File: src/rtl/tzr_ram.sv
// Generic single-port RAM with registered read data.
module tzr_ram #(
   parameter int WIDTH = 8,
   parameter int DEPTH = 256
) (
   input  logic                     clock,
   input  logic                     we,
   input  logic [$clog2(DEPTH)-1:0] addr,
   input  logic [WIDTH-1:0]         wdata,
   output logic [WIDTH-1:0]         rdata
);

   logic [WIDTH-1:0] mem_ff [DEPTH];
   logic [WIDTH-1:0] rdata_ff;

   always_ff @(posedge clock) begin
      if (we) begin
         mem_ff[addr] <= wdata;
      end
      rdata_ff <= mem_ff[addr];
   end

   assign rdata = rdata_ff;

endmodule

File: config.mk
export PLATFORM = sky130hd
export DESIGN_NAME = tzr_ram
export DESIGN_NICKNAME = d
export VERILOG_FILES = /design/src/rtl/tzr_ram.sv
export SDC_FILE = /design/constraint.sdc
export NUM_CORES = 2
export LEC_CHECK = 0
export ABC_AREA = 1
export BUFFER_PORTS_ARGS = -buffer_cell sky130_fd_sc_hd__buf_2
export CAP_MARGIN = 20
export CORE_MARGIN = 5
export CORE_UTILIZATION = 55
export DETAILED_ROUTE_END_ITERATION = 8
export PLACE_DENSITY = 0.7
export SLEW_MARGIN = 10
export SYNTH_ARGS = -nofsm -noshare
export SYNTH_HDL_FRONTEND = slang
export SYNTH_SLANG_ARGS = --single-unit
File: constraint.sdc
create_clock -name clock -period 5.44 [get_ports clock]
set_input_delay 0.816 -clock clock [delete_from_list [all_inputs] [get_ports clock]]
set_output_delay 0.816 -clock clock [all_outputs]
set_load 0.03 [all_outputs]
==> metrics.md <==
| Metric | Value |
|---|---|
| Minimum clock period | `around 3700 ps` |
| Drt initial violations | `about 6,900` |
| XOR/XNOR Fraction of Synth Area | `0%` |
| Clock Latency Late Sink | `slightly above 800 ps` |
| Yosys reg bits | `2,056` |
| Hold Startpoint | `wdata[1]` |
| Register-to-Register Setup Slack | `approximately 2900 ps` |
| Worst EP required | `just over 6000 ps` |
| Vias per std cell | `between 5 and 6` |
| Post_cts resized | `0` |
| Hold Buf Count CTS | `0` |
| Register area share after synthesis | `72.7%` |
| Core Region | `roughly 150,000 um^2` |
| PwrDens | `roughly 350 nW/um^2` |
| Synth-to-layout area growth | `9.92%` |
| Reg2reg start | `mem_ff[185][5]$_DFFE_PP_` |
| DR WL/cell | `21.8 um` |
| Buffers and inverters on the worst path | `3` |
| Largest net degree at the start of global routing | `189` |
| CP max stage cell | `o21ai_0` |
| TritonRoute pass-1 iters | `6` |
| Total GRT Usage | `27.0%` |
| Crit path launch type | `input port` |
| Critical path class | `input port to flop` |
| HPWL Detailed | `roughly 120 mm` |
| Final Cycle Share | `68.9%` |
| Mux share of post-synthesis cell area | `0%` |
| Port bufs | `25` |
| Vias in the first global route | `between 50,000 and 60,000` |
| Layout Nets | `about 7,900` |
| Peak VDD IR | `0.000324 V` |
| Cell taking the most area after synthesis | `edfxtp_1` |
| Syn Inst Count | `between 8,000 and 9,000` |
| Hold endpoint | `mem_ff[110][1]$_DFFE_PP_` |
| Layout cells sized above 1 | `under 10%` |
| Rel. slew slack | `25.9%` |
| Fin util | `between 60% and 70%` |
| Slew Viols, Final | `0` |
| Hold depth | `1` |
| Commonest cells in the netlist | `4,770 x nand2_1, 2,048 x edfxtp_1, 361 x nor2_1, 188 x nand3_1, 182 x buf_2` |
| Worst clock skew | `roughly 31 ps` |
| Total Neg Setup Slack | `0 ps` |
| Crit path capture type | `flop` |
| Synth top area share | `72.5%` |
| Post-synth EDFFs | `between 2,000 and 2,500` |
| Outcome | `finished, final reports clean` |
| Fillers | `between 10,000 and 15,000` |
| Initial antenna violation count | `7` |
| Worst-path cell chain | `buf_8 > inv_8 > buf_12 > nand2_1 > nand2_1 > nand2_1 > nand2_1 > nand2_1 > nand2_1 > o21ai_0 > nand2_1 > nor2_1 > nor2_1 > nor2_1 > nand2_1` |
| DRC errors left | `0` |
| Htree depth | `4` |
| Syn Area/Cell | `about 11 um^2` |
| Routed WL | `between 200 and 250 mm` |
| Largest family of logic cells by synthesized area | `simple AND/OR/NAND/NOR gates` |
| Adder-cell share of the synthesized area | `0%` |
| Critical-path maximum fanout | `between 100 and 150` |
| Finished Cell Area | `about 93,000 um^2` |
| # rows | `about 140` |
| Placed Cells | `9,760` |
| Worst path arrival time | `~4400 ps` |
| Fraction of the mapped netlist area in simple logic gates | `between 20% and 30%` |
| Unrepaired setup endpoints after global routing | `no` |
| Register area | `between 60,000 and 70,000 um^2` |
| Most Frequent Cell on Critical Path | `nand2_1` |
| Max Freq | `267 MHz` |
| Synthesized Nets | `between 8,000 and 9,000` |
| Distinct cells, synth | `18` |
| TritonCTS Buffers | `a little under 200` |
| Top-count cell post-synth | `nand2_1` |
| Reg-to-Reg End | `rdata[5]$_DFF_P_` |
| Min-Delay Path Class | `input port to flop` |
| Synth Cell Area | `around 85,000 um^2` |
| Die area | `roughly 160,000 um^2` |
| Fin cells | `between 10,000 and 15,000` |
| Top-Level Pins | `26` |
| Setup Buffers After CTS | `0` |
| Clock sinks | `approximately 2,100` |
| DP Area | `roughly 87,000 um^2` |
| Leakage | `~37 nW` |
| Cell family with most CP delay | `simple AND/OR/NAND/NOR gates` |
| Routability congestion estimate | `between 0.8 and 0.9` |
| TritonCTS clock tree | `yes` |
| CTS clk-pin slew, worst paths | `60 ps` |
| Width of the die | `between 400 and 500 um` |
| Main area contributors after synthesis | `edfxtp_1 72%, nand2_1 21%, nor2_1 1.6%, nand3_1 1.1%, buf_2 1.1%` |
| Total grt overflow | `0` |
| Synth Flop Type | `edfxtp_1` |
| Detail Route Antenna Nets | `0` |
| Worst hold slack | `approximately 450 ps` |
| Crit-path max cell delay | `580 ps` |
| Synth Warn # | `0` |
| Hold Fails Final Rpt | `0` |
| Final setup fails | `0` |
| Register-to-Register Path Depth | `12` |
| Post-synth ARST share | `0%` |
| Maximum buffer depth of the clock tree | `3` |
| Max Cap Viol | `0` |
| Initial Util | `55.2%` |
| CTS Root Buffer Type | `clkbuf_16` |
| First-pass GRT wire length | `333 mm` |
| Area of the multi-input gates | `around 21,000 um^2` |
| Synth Area in Compound Gates | `about 1.1%` |
| Vias | `around 57,000` |
| Slew at the pin closest to its max-slew limit | `around 1100 ps` |
| Chip Height | `just over 400 um` |
[per-stage QoR]
| step | power [W] | setup WS [ps] |
|---|---|---|
| after CTS | 0.0331 | 1970 |
| after detailed placement | 0.0197 | 1100 |
| after global routing | 0.0340 | 1720 |
| final | 0.0330 | 1690 |
| after global placement | 0.0196 | 1060 |
| after floorplan | 0.0188 | 2780 |
[placed cells by master (no fill, tap or decap), types with 10 or more instances in the layout]
cell	Yosys	final
nand2_1	4770	4769
nand3_1	188	188
edfxtp_1	2048	2048
buf_4	6	59
bufinv_16	0	19
clkbuf_1	170	44
inv_1	31	29
clkinv_2	0	40
o21ai_1	119	119
o21ai_0	41	41
a21oi_1	32	32
clkinv_1	0	36
buf_2	182	15
nor2_1	361	356
buf_8	0	10
buf_12	0	24
clkbuf_16	0	206
[power breakdown]
part | leakage [nW] | switching (W) | total, W | internal (W)
clock | 3.15 | 0.00583 | 0.0137 | 0.00784
sequential | 18.5 | 0.0000237 | 0.0175 | 0.0175
combinational | 15.2 | 0.00147 | 0.00186 | 0.000398
[area by class of cell]
cell class / instances / area share, %
diodes: 5 / 0.0134
inverters: 35 / 0.177
flip-flops and latches: 2056 / 66.1
multi-input cells: 5513 / 22.8
well taps: 2044 / 2.74
repair buffers: 114 / 1.31
clock buffers: 253 / 5.75
clock inverters: 108 / 1.14
[metal layers]
layer	vias up	global-route usage [%]	wire length, um
met2	2892	42.1	101000
met1	27100	37.9	88200
met5	-	0	28
met4	4	11.1	9370
met3	517	5.10	22200
li1	26100	-	-
[flip-flops by register name, indices dropped and copies added (netlist names)]
| name | cells |
|---|---|
| mem_ff | 2048 |
| rdata | 8 |
[how the worst max path moves through the flow]
| stage | startpoint | end | slack [ps] | cells after the start |
|---|---|---|---|---|
| after floorplan | addr[1] | mem_ff[234][0]$_DFFE_PP_ | 2780 | 10 |
| after global placement | addr[0] | rdata[3]$_DFF_P_ | 1060 | 15 |
| after detailed placement | addr[0] | rdata[3]$_DFF_P_ | 1100 | 15 |
| after CTS | addr[0] | rdata[3]$_DFF_P_ | 1970 | 15 |
| after global routing | addr[0] | rdata[3]$_DFF_P_ | 1720 | 15 |
| final | addr[0] | rdata[3]$_DFF_P_ | 1690 | 15 |
[worst register-to-register path, cell delays in order, from the launching register on]
cell      delay, ps
edfxtp_1        370
nand2_1          80
nand2_1          60
nand2_1         100
nand3_1          90
nand2_1          70
nand2_1          80
o21ai_0         500
nand2_1         200
nor2_1          120
nor2_1           80
nor2_1          550
nand2_1         130
[cells by family (layout without fill, tap and decap cells)]
kind of cell,Yosys count,after routing
AND/OR/NAND/NOR,5321,5321
other,0,5
AO/OA/AOI/OAI,192,192
buffers and inverters,452,510
flip-flops,2056,2056
(Power assumes the default switching activity.)
